**config.mk**
```make
export PLATFORM = sky130hd
export DESIGN_NAME = sorted_table_search_insert_top
export DESIGN_NICKNAME = d
export VERILOG_FILES = /design/src/rtl/core/stsi_pkg.sv /design/src/rtl/core/stsi_ram.sv /design/src/rtl/core/stsi_ctrl.sv /design/src/rtl/core/sorted_table_search_insert_top.sv
export SDC_FILE = /design/constraint.sdc
export NUM_CORES = 1
export LEC_CHECK = 0
export BUFFER_PORTS_ARGS = -buffer_cell sky130_fd_sc_hd__buf_2
export CAP_MARGIN = 0
export CORE_MARGIN = 10
export CORE_UTILIZATION = 60
export DETAILED_ROUTE_END_ITERATION = 8
export GPL_TIMING_DRIVEN = 0
export PLACE_DENSITY = 0.77
export SYNTH_ARGS = -nofsm -noshare
export SYNTH_HDL_FRONTEND = slang
export SYNTH_HIERARCHICAL = 1
export SYNTH_SLANG_ARGS = --single-unit
```
**constraint.sdc**
```tcl
create_clock -name clk -period 9.7 [get_ports clk]
set_input_delay 0.485 -clock clk [delete_from_list [all_inputs] [get_ports clk]]
set_output_delay 0.485 -clock clk [all_outputs]
set_load 0.01 [all_outputs]
```
**src/rtl/core/stsi_pkg.sv**
```systemverilog
`timescale 1ns / 1ps
// ----------------------------------------------------------------------------
// stsi_pkg
// Shared types and constants of the sorted key table with search and insert.
// ----------------------------------------------------------------------------
package stsi_pkg;

  localparam int TABLE_DEPTH = 16;
  localparam int KEY_W       = 40;
  localparam int IDX_W       = (TABLE_DEPTH > 1) ? $clog2(TABLE_DEPTH) : 1;
  localparam int CNT_W       = $clog2(TABLE_DEPTH + 1);
  localparam int STATUS_W    = 3;
  localparam int POS_W       = 4;
  localparam int OUT_DATA_W  = 8;

  localparam logic CMD_LOOKUP = 1'b0;
  localparam logic CMD_INSERT = 1'b1;

  localparam logic [STATUS_W-1:0] ST_FOUND  = 3'd0;
  localparam logic [STATUS_W-1:0] ST_ABSENT = 3'd1;
  localparam logic [STATUS_W-1:0] ST_BEYOND = 3'd2;
  localparam logic [STATUS_W-1:0] ST_DUP    = 3'd3;
  localparam logic [STATUS_W-1:0] ST_FULL   = 3'd4;

  typedef struct packed {
    logic             rd_en;
    logic [IDX_W-1:0] rd_addr;
    logic             wr_en;
    logic [IDX_W-1:0] wr_addr;
    logic [KEY_W-1:0] wr_data;
  } ram_req_t;

  typedef struct packed {
    logic [STATUS_W-1:0] status;
    logic [POS_W-1:0]    position;
  } res_t;

  typedef struct packed {
    logic             idle;
    logic [CNT_W-1:0] count;
  } ctrl_stat_t;

endpackage

```
**src/rtl/core/stsi_ram.sv**
```systemverilog
`timescale 1ns / 1ps
// ----------------------------------------------------------------------------
// stsi_ram
// Key store: one write port and one read port, read data registered.
// ----------------------------------------------------------------------------
module stsi_ram (
  input  logic                     clk,
  input  stsi_pkg::ram_req_t       req,
  output logic [stsi_pkg::KEY_W-1:0] rd_data
);
  import stsi_pkg::*;

  logic [KEY_W-1:0] mem [TABLE_DEPTH];

  always_ff @(posedge clk) begin
    if (req.wr_en) begin
      mem[req.wr_addr] <= req.wr_data;
    end
    if (req.rd_en) begin
      rd_data <= mem[req.rd_addr];
    end
  end

endmodule

```
**src/rtl/core/stsi_ctrl.sv**
```systemverilog
`timescale 1ns / 1ps
// ----------------------------------------------------------------------------
// stsi_ctrl
// Sequencer: binary search over the key store, then the upward shift and
// the write of a new key, with the entry count.
// ----------------------------------------------------------------------------
module stsi_ctrl (
  input  logic                        clk,
  input  logic                        rst_n,
  input  logic                        start,
  input  logic                        start_cmd,
  input  logic [stsi_pkg::KEY_W-1:0]  start_key,
  output stsi_pkg::ram_req_t          ram_req,
  input  logic [stsi_pkg::KEY_W-1:0]  ram_rd_data,
  output logic                        res_valid,
  input  logic                        res_ready,
  output stsi_pkg::res_t              res,
  output stsi_pkg::ctrl_stat_t        stat
);
  import stsi_pkg::*;

  localparam logic [2:0] S_IDLE  = 3'd0;
  localparam logic [2:0] S_SRCH  = 3'd1;
  localparam logic [2:0] S_CMP   = 3'd2;
  localparam logic [2:0] S_SHIFT = 3'd3;
  localparam logic [2:0] S_PUT   = 3'd4;
  localparam logic [2:0] S_FIN   = 3'd5;

  logic [2:0]          state_r, state_nxt;
  logic                cmd_r, cmd_nxt;
  logic [KEY_W-1:0]    key_r, key_nxt;
  logic [CNT_W-1:0]    lo_r, lo_nxt, hi_r, hi_nxt, mid_r, mid_nxt;
  logic [CNT_W-1:0]    where_r, where_nxt, i_r, i_nxt;
  logic [CNT_W-1:0]    count_r, count_nxt;
  logic                wpend_r, wpend_nxt;
  logic [IDX_W-1:0]    waddr_r, waddr_nxt;
  logic [STATUS_W-1:0] status_r, status_nxt;
  logic [CNT_W-1:0]    pos_r, pos_nxt;
  logic [CNT_W-1:0]    mid_calc, i_dec;

  assign mid_calc = lo_r + ((hi_r - lo_r) >> 1);
  assign i_dec    = i_r - CNT_W'(1);

  always_comb begin
    state_nxt  = state_r;
    cmd_nxt    = cmd_r;
    key_nxt    = key_r;
    lo_nxt     = lo_r;
    hi_nxt     = hi_r;
    mid_nxt    = mid_r;
    where_nxt  = where_r;
    i_nxt      = i_r;
    count_nxt  = count_r;
    wpend_nxt  = wpend_r;
    waddr_nxt  = waddr_r;
    status_nxt = status_r;
    pos_nxt    = pos_r;
    ram_req    = '0;
    ram_req.rd_addr = mid_calc[IDX_W-1:0];
    res_valid  = 1'b0;

    unique case (state_r)
      S_IDLE: begin
        if (start) begin
          cmd_nxt   = start_cmd;
          key_nxt   = start_key;
          lo_nxt    = '0;
          hi_nxt    = count_r;
          state_nxt = S_SRCH;
        end
      end
      S_SRCH: begin
        if (lo_r < hi_r) begin
          ram_req.rd_en = 1'b1;
          mid_nxt       = mid_calc;
          state_nxt     = S_CMP;
        end else begin
          where_nxt = lo_r;
          if (cmd_r == CMD_LOOKUP) begin
            state_nxt = S_FIN;
            if (lo_r >= count_r) begin
              status_nxt = ST_BEYOND;
              pos_nxt    = '0;
            end else begin
              status_nxt = ST_ABSENT;
              pos_nxt    = lo_r;
            end
          end else if (count_r >= CNT_W'(TABLE_DEPTH)) begin
            status_nxt = ST_FULL;
            pos_nxt    = '0;
            state_nxt  = S_FIN;
          end else begin
            i_nxt     = count_r;
            wpend_nxt = 1'b0;
            state_nxt = S_SHIFT;
          end
        end
      end
      S_CMP: begin
        if (ram_rd_data == key_r) begin
          status_nxt = (cmd_r == CMD_LOOKUP) ? ST_FOUND : ST_DUP;
          pos_nxt    = mid_r;
          state_nxt  = S_FIN;
        end else begin
          if (ram_rd_data < key_r) begin
            lo_nxt = mid_r + CNT_W'(1);
          end else begin
            hi_nxt = mid_r;
          end
          state_nxt = S_SRCH;
        end
      end
      S_SHIFT: begin
        // The entry read last cycle lands one place higher; the next lower
        // entry is read in the same cycle, so one entry moves per cycle.
        ram_req.wr_en   = wpend_r;
        ram_req.wr_addr = waddr_r;
        ram_req.wr_data = ram_rd_data;
        ram_req.rd_addr = i_dec[IDX_W-1:0];
        if (i_r > where_r) begin
          ram_req.rd_en = 1'b1;
          wpend_nxt     = 1'b1;
          waddr_nxt     = i_r[IDX_W-1:0];
          i_nxt         = i_dec;
        end else begin
          wpend_nxt = 1'b0;
          state_nxt = S_PUT;
        end
      end
      S_PUT: begin
        ram_req.wr_en   = 1'b1;
        ram_req.wr_addr = where_r[IDX_W-1:0];
        ram_req.wr_data = key_r;
        count_nxt       = count_r + CNT_W'(1);
        status_nxt      = ST_ABSENT;
        pos_nxt         = where_r;
        state_nxt       = S_FIN;
      end
      S_FIN: begin
        res_valid = 1'b1;
        if (res_ready) begin
          state_nxt = S_IDLE;
        end
      end
      default: begin
        state_nxt = S_IDLE;
      end
    endcase
  end

  assign res.status   = status_r;
  assign res.position = POS_W'(pos_r);
  assign stat.idle    = (state_r == S_IDLE);
  assign stat.count   = count_r;

  always_ff @(posedge clk) begin
    if (!rst_n) begin
      state_r <= S_IDLE;
      count_r <= '0;
      wpend_r <= 1'b0;
    end else begin
      state_r <= state_nxt;
      count_r <= count_nxt;
      wpend_r <= wpend_nxt;
    end
  end

  always_ff @(posedge clk) begin
    cmd_r    <= cmd_nxt;
    key_r    <= key_nxt;
    lo_r     <= lo_nxt;
    hi_r     <= hi_nxt;
    mid_r    <= mid_nxt;
    where_r  <= where_nxt;
    i_r      <= i_nxt;
    waddr_r  <= waddr_nxt;
    status_r <= status_nxt;
    pos_r    <= pos_nxt;
  end

endmodule

```
**src/rtl/core/sorted_table_search_insert_top.sv**
```systemverilog
`timescale 1ns / 1ps
// ----------------------------------------------------------------------------
// sorted_table_search_insert_top
// Ascending key table with binary-search lookup and ordered insert.
// ----------------------------------------------------------------------------
// One beat in gives one beat out, and the block takes one command at a time.
// A command with n filled entries is taken in, then runs at most
// ceil(log2(n+1)) probes of the binary search, each a read of the key memory
// and its compare; a search that misses is then closed, and the result is
// handed over. A successful insert then moves each larger entry up one
// place, one entry per cycle with a read and a write of the key memory in the
// same cycle, then closes the shift and writes the new key. A result waits
// in the output register while the next command is accepted. No clearing
// pass follows reset: the entry count alone marks which entries hold keys.
module sorted_table_search_insert_top (
  input  logic                            clk,
  input  logic                            rst_n,
  input  logic                            in_tvalid,
  output logic                            in_tready,
  input  logic [stsi_pkg::KEY_W-1:0]      in_tdata,   // [39:0] key
  input  logic                            in_tuser,   // [0] cmd
  output logic                            out_tvalid,
  input  logic                            out_tready,
  output logic [stsi_pkg::OUT_DATA_W-1:0] out_tdata,  // [3:0] position, [7:4] zero
  output logic [stsi_pkg::STATUS_W-1:0]   out_tuser   // [2:0] status
);
  import stsi_pkg::*;

  ram_req_t         ram_req;
  logic [KEY_W-1:0] ram_rd_data;
  logic             res_valid, res_ready;
  res_t             res;
  ctrl_stat_t       stat;
  logic             out_valid_r, out_valid_nxt;
  res_t             out_res_r, out_res_nxt;

  assign in_tready = stat.idle;
  assign res_ready = !out_valid_r || out_tready;

  stsi_ctrl u_ctrl (
    .clk         (clk),
    .rst_n       (rst_n),
    .start       (in_tvalid && in_tready),
    .start_cmd   (in_tuser),
    .start_key   (in_tdata),
    .ram_req     (ram_req),
    .ram_rd_data (ram_rd_data),
    .res_valid   (res_valid),
    .res_ready   (res_ready),
    .res         (res),
    .stat        (stat)
  );

  stsi_ram u_ram (
    .clk     (clk),
    .req     (ram_req),
    .rd_data (ram_rd_data)
  );

  always_comb begin
    out_valid_nxt = out_valid_r;
    out_res_nxt   = out_res_r;
    if (res_valid && res_ready) begin
      out_valid_nxt = 1'b1;
      out_res_nxt   = res;
    end else if (out_tready) begin
      out_valid_nxt = 1'b0;
    end
  end

  always_ff @(posedge clk) begin
    if (!rst_n) begin
      out_valid_r <= 1'b0;
    end else begin
      out_valid_r <= out_valid_nxt;
    end
  end

  always_ff @(posedge clk) begin
    out_res_r <= out_res_nxt;
  end

  assign out_tvalid = out_valid_r;
  assign out_tdata  = OUT_DATA_W'(out_res_r.position);
  assign out_tuser  = out_res_r.status;

  // The entry count never passes the table depth.
  a_count_bound: assert property (@(posedge clk) disable iff (!rst_n)
    stat.count <= CNT_W'(TABLE_DEPTH))
    else $error("entry count beyond table depth");

  // While the sequencer is free to take a command it offers no result.
  a_idle_no_result: assert property (@(posedge clk) disable iff (!rst_n)
    in_tready |-> !res_valid)
    else $error("result offered while idle");

  // Beyond-end and full results carry position zero.
  a_pos_zero: assert property (@(posedge clk) disable iff (!rst_n)
    (out_tvalid && (out_tuser == ST_BEYOND || out_tuser == ST_FULL))
      |-> (out_tdata == '0))
    else $error("nonzero position on beyond-end or full result");

  // Keys are only written inside the filled entries or the slot just past them.
  a_write_in_table: assert property (@(posedge clk) disable iff (!rst_n)
    ram_req.wr_en |-> (CNT_W'(ram_req.wr_addr) <= stat.count))
    else $error("key written beyond the filled entries");

endmodule

```
Word-level counts from Yosys, hierarchy flattened:

Memory sizes are Yosys's and may differ from the RTL's. A register that Yosys moved wholly into a read port is not among the register bits.
Index checks and enable logic that the tools add are counted.

* $add $sub $neg: 5
* mux-type cells: 48
* order comparisons: 5
* bitwise logic cells: 1
* equal/unequal tests: 18
* reductions and logical operators: 19

Operators by type and width (number)
* $pmux W45 S2: 1
* $mux W5: 10
* $eq A40 B40 Y1: 1
* $lt A40 B40 Y1: 1
* $mux W3: 11
* $pmux W5 S2: 3
* $mux W4: 6
* $pmux W3 S6: 1
* $reduce_and A4 Y1: 4
* $ne A2 B2 Y1 const B: 6
* $pmux W4 S3: 1
* $add A5 B1 Y5 const B: 2
* $mux W1: 10
* $ne A2 B1 Y1 const B: 5
* $pmux W3 S3: 1
* $reduce_and A2 Y1: 4
* $eq A3 B2 Y1 const B: 2
* $eq A3 B3 Y1 const B: 2
* $reduce_bool A2 Y1: 3
* $add A5 B4 Y5: 1
* $ge A5 B5 Y1: 1
* $ge A5 B5 Y1 const B: 1
* $gt A5 B5 Y1: 1
* $lt A5 B5 Y1: 1
* other kinds (14): 17

* memories kept: 1
* memory bits (writable): 640
* output and inout bits: 13
* logic and storage cells: 113
* input port bits: 45
* bits in registers: 94

Memories
* u_ram.mem: depth 16, bits a word 40, rd ports 1, clocked after memory_dff 1, write ports 1, RTL line stsi_ram.sv:13 `logic [KEY_W-1:0] mem [TABLE_DEPTH];`

Depth between registers and ports, before layout:

Gate-level depths: netlist (run 1).

* depth after elaboration: 5
* gate-level depth with buffers: 16
* mapped depth without buffers: 14

Cells and area by module:

The synthesis (run 1) kept the hierarchy.

By module, submodules not included
* stsi_ram: cells each 1040, sequential area each 20419.6 µm², area an instance 25533.2 µm², times used 1
* stsi_ctrl: cells each 487, sequential area each 2492.4 µm², area an instance 5253.8 µm², times used 1
* sorted_table_search_insert_top: cells each 18, sequential area each 230.2 µm², area an instance 307.8 µm², times used 1

Worst setup path before layout (run 1):

OpenSTA, ideal clock, no wires.

* kind: reg2reg
* start: reg u_ctrl.state_r[0]
* end: mem u_ram.mem[0][0], enable pin
* cell stages (with the launch flop): 8
* path buffers: 3
* data required time: 9.213 ns
* period minus slack after synthesis: 5.158 ns
* arrival: 4.671 ns
* library setup time: 0.487 ns
* path slack: 4.542 ns
* cell sequence: dfxtp_1 clkbuf_1 nor3b_2 buf_2 buf_1 a21o_1 or3b_2 nor3_1

RTL lines
* start: declaration: RTL line stsi_ctrl.sv:29 `logic [2:0] state_r, state_nxt;`
* start signal: assignment: RTL line stsi_ctrl.sv:162 `state_r <= state_nxt;`
* end: declaration: RTL line stsi_ram.sv:13

==> impl_results.md, run 1 <==
- Status: completed
- Seq cells post-synth: 774
- Fraction of layout instances using a drive strength above 1: 0.204
- Crit end category: flip-flop
- WS Path Type: flip-flop to flip-flop
- Clk slew on worst S/H paths: 0.06 ns
- Vias per cell: 6.65
- Core area: 0.0513 mm²
- Final slew viol count: 0
- Synth cell count leaders: edfxtp_1 (764), mux4_2 (100), a22oi_1 (80)
- CP Launch Type: flip-flop
- DRT iter0 DRCs: 2305
- Top area cells in the synthesized netlist: edfxtp_1 (74%), mux4_2 (7.2%), mux4_1 (5.1%), ha_1 (2.5%), a22oi_1 (1.9%)
- GRT Overall Usage: 0.252
- Worst min path class: input port to flip-flop
- Syn avg cell area: 20.1 µm²
- Post-route ant nets: 0
- CP max-delay cell: buf_1
- Largest net degree at the start of global routing: 28
- Number of I/O port buffers: 53
- Antenna cells: 0
- Area leader, netlist: edfxtp_1
- Tmin final: 4.61 ns
- Number of remaining DRC errors: 0
- Die X: 248 µm
- Count of final hold-check violations: 0
- CTS tree: built
- Warning count from the yosys run: 6
- Internal reg-to-reg setup slack: 5.09 ns
- Final WL: 75500 µm
- Io pins: 58
- Antenna violations before repair: 0
- Total CTS buffers: 78
- Clock latency on the worst-skew pair: 0.63 ns
- CP peak stage delay: 0.81 ns
- Via count: 16500
- CTS Sinks: 774
- Seq/Total Area, Yosys: 0.744
- Critical-path cell list: clkbuf_1, nor3b_2, buf_2, buf_1, a22o_1, nand3b_1, nor3_2, buf_6, buf_8, buf_6, buf_6
- Worst Skew: 0.0182 ns
- Synth Cell Area: 0.0311 mm²
- Max clock buf depth: 3
- Fin crit share: 0.475
- Chip height: 248 µm
- Top delay family on crit path: buffers and inverters
- DRT Pass-1 Iters: 5
- Fin nets: 1854
- Worst slew pin tran: 1.25 ns
- Slew headroom: 0.146
- Ys flop type: edfxtp_1
- Global-route wire length before repair: 111000 µm
- Critical Path RT: 10.04 ns
- FMAX: 217 MHz
- Unique masters post-synth: 57
- Post-synth EDFFs: 764
- Root buffer cell: clkbuf_16
- Most frequent cell after synthesis: edfxtp_1
- Hold_sp: in_tdata[34]
- Final setup fails: 0
- Reg2reg start: u_ctrl/state_r[0]
- Fin Setup TNS: 0 ns
- Die area: 0.0613 mm²
- Crit path from: u_ctrl/state_r[0]
- Worst Path Max Fanout: 10
- Residual overflow from global routing: 0
- Drt wl/cell: 30.4 µm
- Row Count: 83
- Async SR Flop Fraction: 0
- Post-CTS sizing: 0
- Routability-driven placement congestion ratio: 0.866
- Vias in the first global route: 17000
- Crit path buf inv count: 7
- Synth Instances: 1545
- H-tree levels: 3
- Share of Yosys cell area claimed by the top area cell type: 0.738
- RSZ-0062 raised after global routing: no
- Initial Utilization: 0.606
- Arr. time, crit path: 4.95 ns
- Most used cell, CP: buf_6
- Max-Cap Viols: 0
- Area delta synth->final: 15.0%
- HPWL after detailed placement: 46300 µm
## worst reg2reg max path: stages (launching register included)
cell and delay, ns:
dfxtp_1 0.31, clkbuf_1 0.20, nor3b_2 0.44, buf_2 0.34, buf_1 0.81, a22o_1 0.32
nand3b_1 0.32, nor3_2 0.79, buf_6 0.28, buf_8 0.19, buf_6 0.17, buf_6 0.15
## cell usage in the layout (no fill, tap or decap), types with 5 or more instances in the layout
cell	count
nand2_1	70
bufinv_16	6
clkinv_1	15
a21oi_1	35
clkbuf_16	79
nor2_4	12
buf_12	22
buf_16	11
buf_2	69
and2_1	9
ha_1	63
nand4_1	12
dfxtp_1	10
buf_6	16
clkinv_2	15
inv_1	64
nor2b_1	6
a22oi_1	80
edfxtp_1	764
mux4_1	60
a22o_1	46
buf_8	6
o21ai_0	14
buf_4	6
nor2_1	28
dlygate4sd3_1	21
nand3_1	9
xnor2_1	8
xor2_1	7
clkbuf_1	53
mux4_2	100
nand2b_1	5
a21o_1	9
## cell families after synthesis
family	after synthesis	share of synthesized area
AND/OR/NAND/NOR	180	0.0278
other	1	0.000121
adder cells (fa/ha/maj)	65	0.0266
buffers and inverters	140	0.0246
AO/OA/AOI/OAI	210	0.0492
flip-flops	774	0.744
multiplexers	160	0.123
XOR/XNOR	15	0.00423
## registers in the layout (all words and copies together) (netlist names), 5 cells and up
signal,cells
u_ctrl/count_r,5
u_ctrl/hi_r,5
u_ctrl/i_r,5
u_ctrl/key_r,40
u_ctrl/lo_r,5
u_ctrl/mid_r,5
u_ctrl/where_r,5
u_ram/mem,640
u_ram/rd_data,40
## metal layers
metal | global-route usage | routed length (µm) | vias up
met4 | 0.101 | 2840 | 0
met1 | 0.335 | 27600 | 8476
met5 | 0 | 0 | -
li1 | - | - | 6794
met3 | 0.0619 | 8510 | 186
met2 | 0.399 | 36600 | 1074
## through the flow
stage          area [µm²]  setup WS, ns  hold WS [ns]  utilization  std cells
6_report            35700          5.09        0.0317        0.697       2484
5_1_grt             35700          5.01       0.00974        0.697       2484
4_1_cts             35700          5.22      0.000302        0.697       2484
3_5_place_dp        33100          5.34         0.409        0.645       2323
3_3_place_gp        32200         0.207         0.403        0.628       2281
2_1_floorplan       31100          4.54         0.400            -       1548
## final timing paths
check                                   endpoint  depth (start not counted)
worst max-delay path            u_ram/mem[4][23]                         11
worst min-delay path            u_ctrl/key_r[34]                          1
worst max register to register  u_ram/mem[4][23]                         11
worst min register to register      out_tdata[3]                          0
## area by class of cell
class / instances / area (µm²)
Buffer: 76 / 526
Clock buffer: 95 / 2040
Clock inverter: 45 / 397
Fill cell: 3053 / 15600
Inverter: 64 / 240
Multi-Input combinational cell: 634 / 7310
Sequential cell: 774 / 23100
Tap cell: 680 / 851
Timing Repair Buffer: 116 / 1240
## repair_timing
item	CTS	global route
setup buffers	0	0
endpoints found under the hold margin	21	0
hold buffers	21	0
Power of run 1 is left out: the tool's default activity adds up to more than one toggle a clock period on the data nets, which glitch-free logic cannot reach.
==> inputs of run 2 (changes only) <==
CORE_UTILIZATION = 56   (was 60)
PLACE_DENSITY = 0.75   (was 0.77)
clock period = 4 ns   (was 9.7 ns; I/O delays follow)
==> run 2 against run 1 <==
Effect of this change:
- die area up 6.6%
- first-iteration DRC count down 11%
- hold slack better by 0.20 ns
- via count up 0.56%
- fmax up 16%
- setup slack worse by 5.1 ns
==> impl_results.md, run 2 (same netlist as run 1, synthesis figures left out) <==
- Status: completed
- Vias per cell: 6.45
- Max clock buf depth: 3
- DRT Pass-1 Iters: 5
- CP max-delay cell: nor2_4
- Count of final hold-check violations: 0
- FMAX: 252 MHz
- Arr. time, crit path: 4.28 ns
- Area delta synth->final: 16.8%
- CP Launch Type: flip-flop
- Io pins: 58
- Crit end category: flip-flop
- CTS tree: built
- Antenna violations before repair: 0
- Slew headroom: 0.155
- CTS Sinks: 774
- Fraction of layout instances using a drive strength above 1: 0.222
- Total CTS buffers: 77
- Placed Cells: 2387
- CP peak stage delay: 0.73 ns
- WS Path Type: flip-flop to flip-flop
- Number of remaining DRC errors: 0
- Post-route ant nets: 0
- Max FFs per register: 640
- Most frequent cells in the layout: edfxtp_1 (764), mux4_2 (100), a22oi_1 (80)
- Die X: 256 µm
- Worst Path Max Fanout: 16
- Vias in the first global route: 17000
- Final setup fails: 0
- Fin crit share: 0.992
- Tmin final: 3.97 ns
- Fin Setup TNS: 0 ns
- H-tree levels: 3
- Critical Path RT: 4.31 ns
- Core area: 0.0551 mm²
- Routability-driven placement congestion ratio: 0.853
- Initial Utilization: 0.564
- Via count: 16600
- Number of I/O port buffers: 53
- Largest registers: u_ram/mem x640, u_ctrl/key_r x40, u_ram/rd_data x40
- Layout Cells excl Fill: 2579
- Worst slew pin tran: 1.27 ns
- Clk slew on worst S/H paths: 0.06 ns
- Worst Skew: 0.0463 ns
- HPWL after detailed placement: 46300 µm
- Util after Layout: 0.659
- Global-route wire length before repair: 112000 µm
- Fin nets: 1887
- Clock latency on the worst-skew pair: 0.65 ns
- Root buffer cell: clkbuf_16
- Commonest non-fill, non-tap cell in the layout: edfxtp_1
- DRT iter0 DRCs: 2058
- Final slew viol count: 0
- Critical-path cell list: clkbuf_1, nor3b_2, buf_2, clkdlybuf4s15_2, a22o_1, nand3_1, nor2_4, buf_16
- GRT Overall Usage: 0.232
- Row Count: 86
- Die area: 0.0654 mm²
- Final WL: 76600 µm
- Max-Cap Viols: 0
- Chip height: 256 µm
- Worst min path class: input port to flip-flop
- Drt wl/cell: 29.7 µm
- Antenna cells: 0
- Residual overflow from global routing: 0
- Largest net degree at the start of global routing: 25
- Reg with most FFs: u_ram/mem
run 2: what timing repair did:
action,in CTS,in global routing
gates cloned,0,0
endpoints found under the setup margin,510,131
hold buffers,44,0
buffers inserted,5,10
gates resized for setup,45,25
hold endpoints to repair,48,0
pin swaps,4,5
run 2: final timing paths:
check / from / end / slack (ns) / depth (start not counted)
worst min register to register: u_ctrl/pos_r[3] / out_tdata[3] / 0.42 / 0
worst min-delay path: in_tvalid / u_ctrl/state_r[2] / 0.23 / 5
worst max-delay path: u_ctrl/state_r[0] / u_ram/mem[14][21] / 0.03 / 8
worst max register to register: u_ctrl/state_r[0] / u_ram/mem[14][21] / 0.03 / 8
run 2: routing by layer:
layer | vias to the layer above | GRT usage | wire (µm)
met2 | 1053 | 0.378 | 37600
li1 | 6843 | - | -
met4 | 0 | 0.0906 | 2490
met1 | 8555 | 0.307 | 28300
met5 | - | 0 | 0
met3 | 171 | 0.0465 | 8200
run 2: area by class of cell:
type / count / area [µm²]
Tap cell: 748 / 936
Sequential cell: 774 / 23100
Multi-Input combinational cell: 634 / 7350
Clock buffer: 100 / 2070
Timing Repair Buffer: 150 / 1720
Clock inverter: 33 / 229
Buffer: 76 / 643
Inverter: 64 / 240
Fill cell: 3521 / 18800
run 2: stage by stage:
step	hold WS (ns)	cell area, µm²	setup slack, ns
4_1_cts	0.196	36200	0.0134
6_report	0.234	36300	0.0307
2_1_floorplan	0.299	31100	-0.0707
5_1_grt	0.267	36300	-0.0427
3_3_place_gp	0.376	32300	-3.31
3_5_place_dp	0.378	33300	-0.439
run 2: worst max-delay path, delay by kind of cell, from the launching register on:
kind	cells	cell delay, ns
and+or+nand+nor	3	1.57
DFF	1	0.31
buffers and inverters	4	1.40
AOI/OAI and AO/OA	1	0.32
Power of run 2 is left out for the same reason.
==> inputs of run 3 (changes only) <==
CELL_PAD_IN_SITES_DETAIL_PLACEMENT = 1   (was unset)
CELL_PAD_IN_SITES_GLOBAL_PLACEMENT = 1   (was unset)
CORE_UTILIZATION = 50   (was 56)
PLACE_DENSITY = unset   (was 0.75)
PLACE_DENSITY_LB_ADDON = 0.1   (was unset)
==> run 3 against run 2 <==
Effect of this change:
- cell area increased by 1.5%
- sequential share of layout area decreased by 0.92 points
- non-clock buffer count increased by 12
- fmax increased by 3.4%
- clock skew decreased by 0.023 ns
- via count decreased by 0.57%
- clock-buffer cell count increased by 7
- critical path depth unchanged
- first-iteration DRC count decreased by 19%
- core utilization decreased by 6.1 points
- register-to-register slack improved by 0.13 ns
- global-route usage about the same
- critical path type unchanged
- highest routed layer unchanged
==> impl_results.md, run 3 (same netlist as run 1, synthesis figures left out) <==
- Residual overflow from global routing: 0
- Final WL: 84900 µm
- Drt wl/cell: 31.5 µm
- Max FFs per register: 640
- Chip height: 269 µm
- CTS Sinks: 774
- DRT iter0 DRCs: 1663
- Critical Path RT: 4.33 ns
- Crit end category: flip-flop
- Fin nets: 1904
- Number of I/O port buffers: 53
- Antenna violations before repair: 0
- Worst Path Max Fanout: 15
- Via count: 16500
- Most frequent cells in the layout: edfxtp_1 (764), mux4_2 (100), clkbuf_16 (84)
- GRT Overall Usage: 0.232
- Met3 Use GR: 0.0446
- WHS Path Cells: 5
- Fraction of layout instances using a drive strength above 1: 0.231
- CTS tree: built
- Global-route wire length before repair: 122000 µm
- Reg with most FFs: u_ram/mem
- Slew headroom: 0.245
- Worst Skew: 0.0235 ns
- Reg2reg end: u_ram/mem[6][4]
- WS Path Type: flip-flop to flip-flop
- Tmin final: 3.84 ns
- Reg2reg start: u_ctrl/state_r[0]
- Status: completed
- GR Util met1: 0.315
- Largest net degree at the start of global routing: 25
- Die X: 269 µm
- FMAX: 261 MHz
- Hold_sp: out_tready
- Critical-path cell list: clkbuf_1, nor3b_2, buf_2, clkdlybuf4s15_2, a22o_1, nand2b_1, nor2_4, buf_12
- Area after DPL: 0.0335 mm²
- Worst slew pin tran: 1.13 ns
- DRT Pass-1 Iters: 5
- CP Launch Type: flip-flop
- Row Count: 91
- Max-Cap Viols: 0
- Post-route cell area: 0.0369 mm²
- Grt peak-use layer: met2
- RSZ-0062 raised after global routing: no
- Die area: 0.0726 mm²
- Initial Utilization: 0.505
- Area delta synth->final: 18.5%
- Vias in the first global route: 17500
- Crit path buf inv count: 4
- Core area: 0.0616 mm²
- Top delay family on crit path: simple AND/OR/NAND/NOR gates
- Max clock buf depth: 3
- Clock latency on the worst-skew pair: 0.65 ns
- Fillers: 5247
- CP peak stage delay: 0.54 ns
- Internal reg-to-reg setup slack: 0.16 ns
- Number of remaining DRC errors: 0
- CP max-delay cell: nor2_4
- Fin crit share: 0.960
- Root buffer cell: clkbuf_16
- Count of final hold-check violations: 0
- Final slew viol count: 0
- Antenna cells: 0
- Vias per cell: 6.13
- Met2 Usage GRT: 0.373
- Clk slew on worst S/H paths: 0.06 ns
- Arr. time, crit path: 4.17 ns
- Post-route ant nets: 0
- Routability-driven placement congestion ratio: 0.791
- Largest registers: u_ram/mem x640, u_ctrl/key_r x40, u_ram/rd_data x40
- H-tree levels: 3
- Endpoint, Worst Hold: u_ctrl/state_r[2]
- Total CTS buffers: 82
- Logic depth of the worst register-to-register path: 8
- HPWL after detailed placement: 53500 µm
- Final setup fails: 0
- Worst min path class: input port to flip-flop
- Io pins: 58
- Commonest non-fill, non-tap cell in the layout: edfxtp_1
-- run 3: cell types whose count changed in the layout (fill, tap and decap cells not counted), moves of 2 or more --
cell       before  now
buf_6           9    6
a22o_1         44   46
clkbuf_8        2    4
clkbuf_16      79   84
clkbuf_4        4    6
clkinv_4        2    0
buf_16         16   21
buf_12         32   29
buf_2          65   69
buf_4          18   32
clkinv_1       10   20
clkbuf_2       18   13
a22o_2          2    0
bufinv_16       1    4
-- run 3: routing by layer --
metal,vias up,share of wire
met5,-,0
met4,0,0.031
met3,157,0.064
met2,617,0.48
met1,8863,0.42
li1,6891,-
-- run 3: cell type report --
class | count | area (µm²) | area share
Clock inverter | 43 | 335 | 0.00910
Timing Repair Buffer | 162 | 1870 | 0.0507
Inverter | 64 | 240 | 0.00652
Multi-Input combinational cell | 634 | 7370 | 0.200
Buffer | 76 | 638 | 0.0173
Sequential cell | 774 | 23100 | 0.628
Clock buffer | 107 | 2220 | 0.0602
Tap cell | 837 | 1050 | 0.0284
-- run 3: timing repair --
action,CTS,global route
gates resized for setup,52,22
hold buffers,43,0
endpoints found under the setup margin,507,156
pin swaps,8,4
buffers inserted,12,14
endpoints found under the hold margin,42,0
-- run 3: worst max-delay path by stage --
stage / startpoint / to / cells after the start
2_1_floorplan: u_ctrl/state_r[0] / u_ram/mem[1][0] / 7
3_3_place_gp: u_ctrl/state_r[0] / u_ram/mem[1][16] / 7
3_5_place_dp: u_ctrl/state_r[0] / u_ram/mem[15][6] / 9
4_1_cts: u_ctrl/state_r[0] / u_ram/mem[3][5] / 8
5_1_grt: u_ctrl/lo_r[0] / u_ram/rd_data[33] / 12
6_report: u_ctrl/state_r[0] / u_ram/mem[6][4] / 8
-- run 3: through the flow --
| step | util | worst slack, ns | cells | hold slack [ns] | setup TNS [ns] |
|---|---|---|---|---|---|
| 6_report | 0.598 | 0.161 | 2697 | 0.0410 | 0 |
| 5_1_grt | 0.598 | 0.00383 | 2697 | 0.0319 | 0 |
| 4_1_cts | 0.596 | 0.00372 | 2683 | 0.00326 | 0 |
| 3_5_place_dp | 0.544 | -0.584 | 2478 | 0.378 | -118.44 |
| 3_3_place_gp | 0.527 | -3.58 | 2438 | 0.376 | -2082.53 |
| 2_1_floorplan | - | -0.0707 | 1548 | 0.299 | -8.48 |
-- run 3: worst register-to-register path, stage by stage, from the launching register on --
cell and delay (ns):
dfxtp_1 0.31, clkbuf_1 0.22, nor3b_2 0.43, buf_2 0.33, clkdlybuf4s15_2 0.52, a22o_1 0.52
nand2b_1 0.36, nor2_4 0.54, buf_12 0.26
Power of run 3 is left out for the same reason.
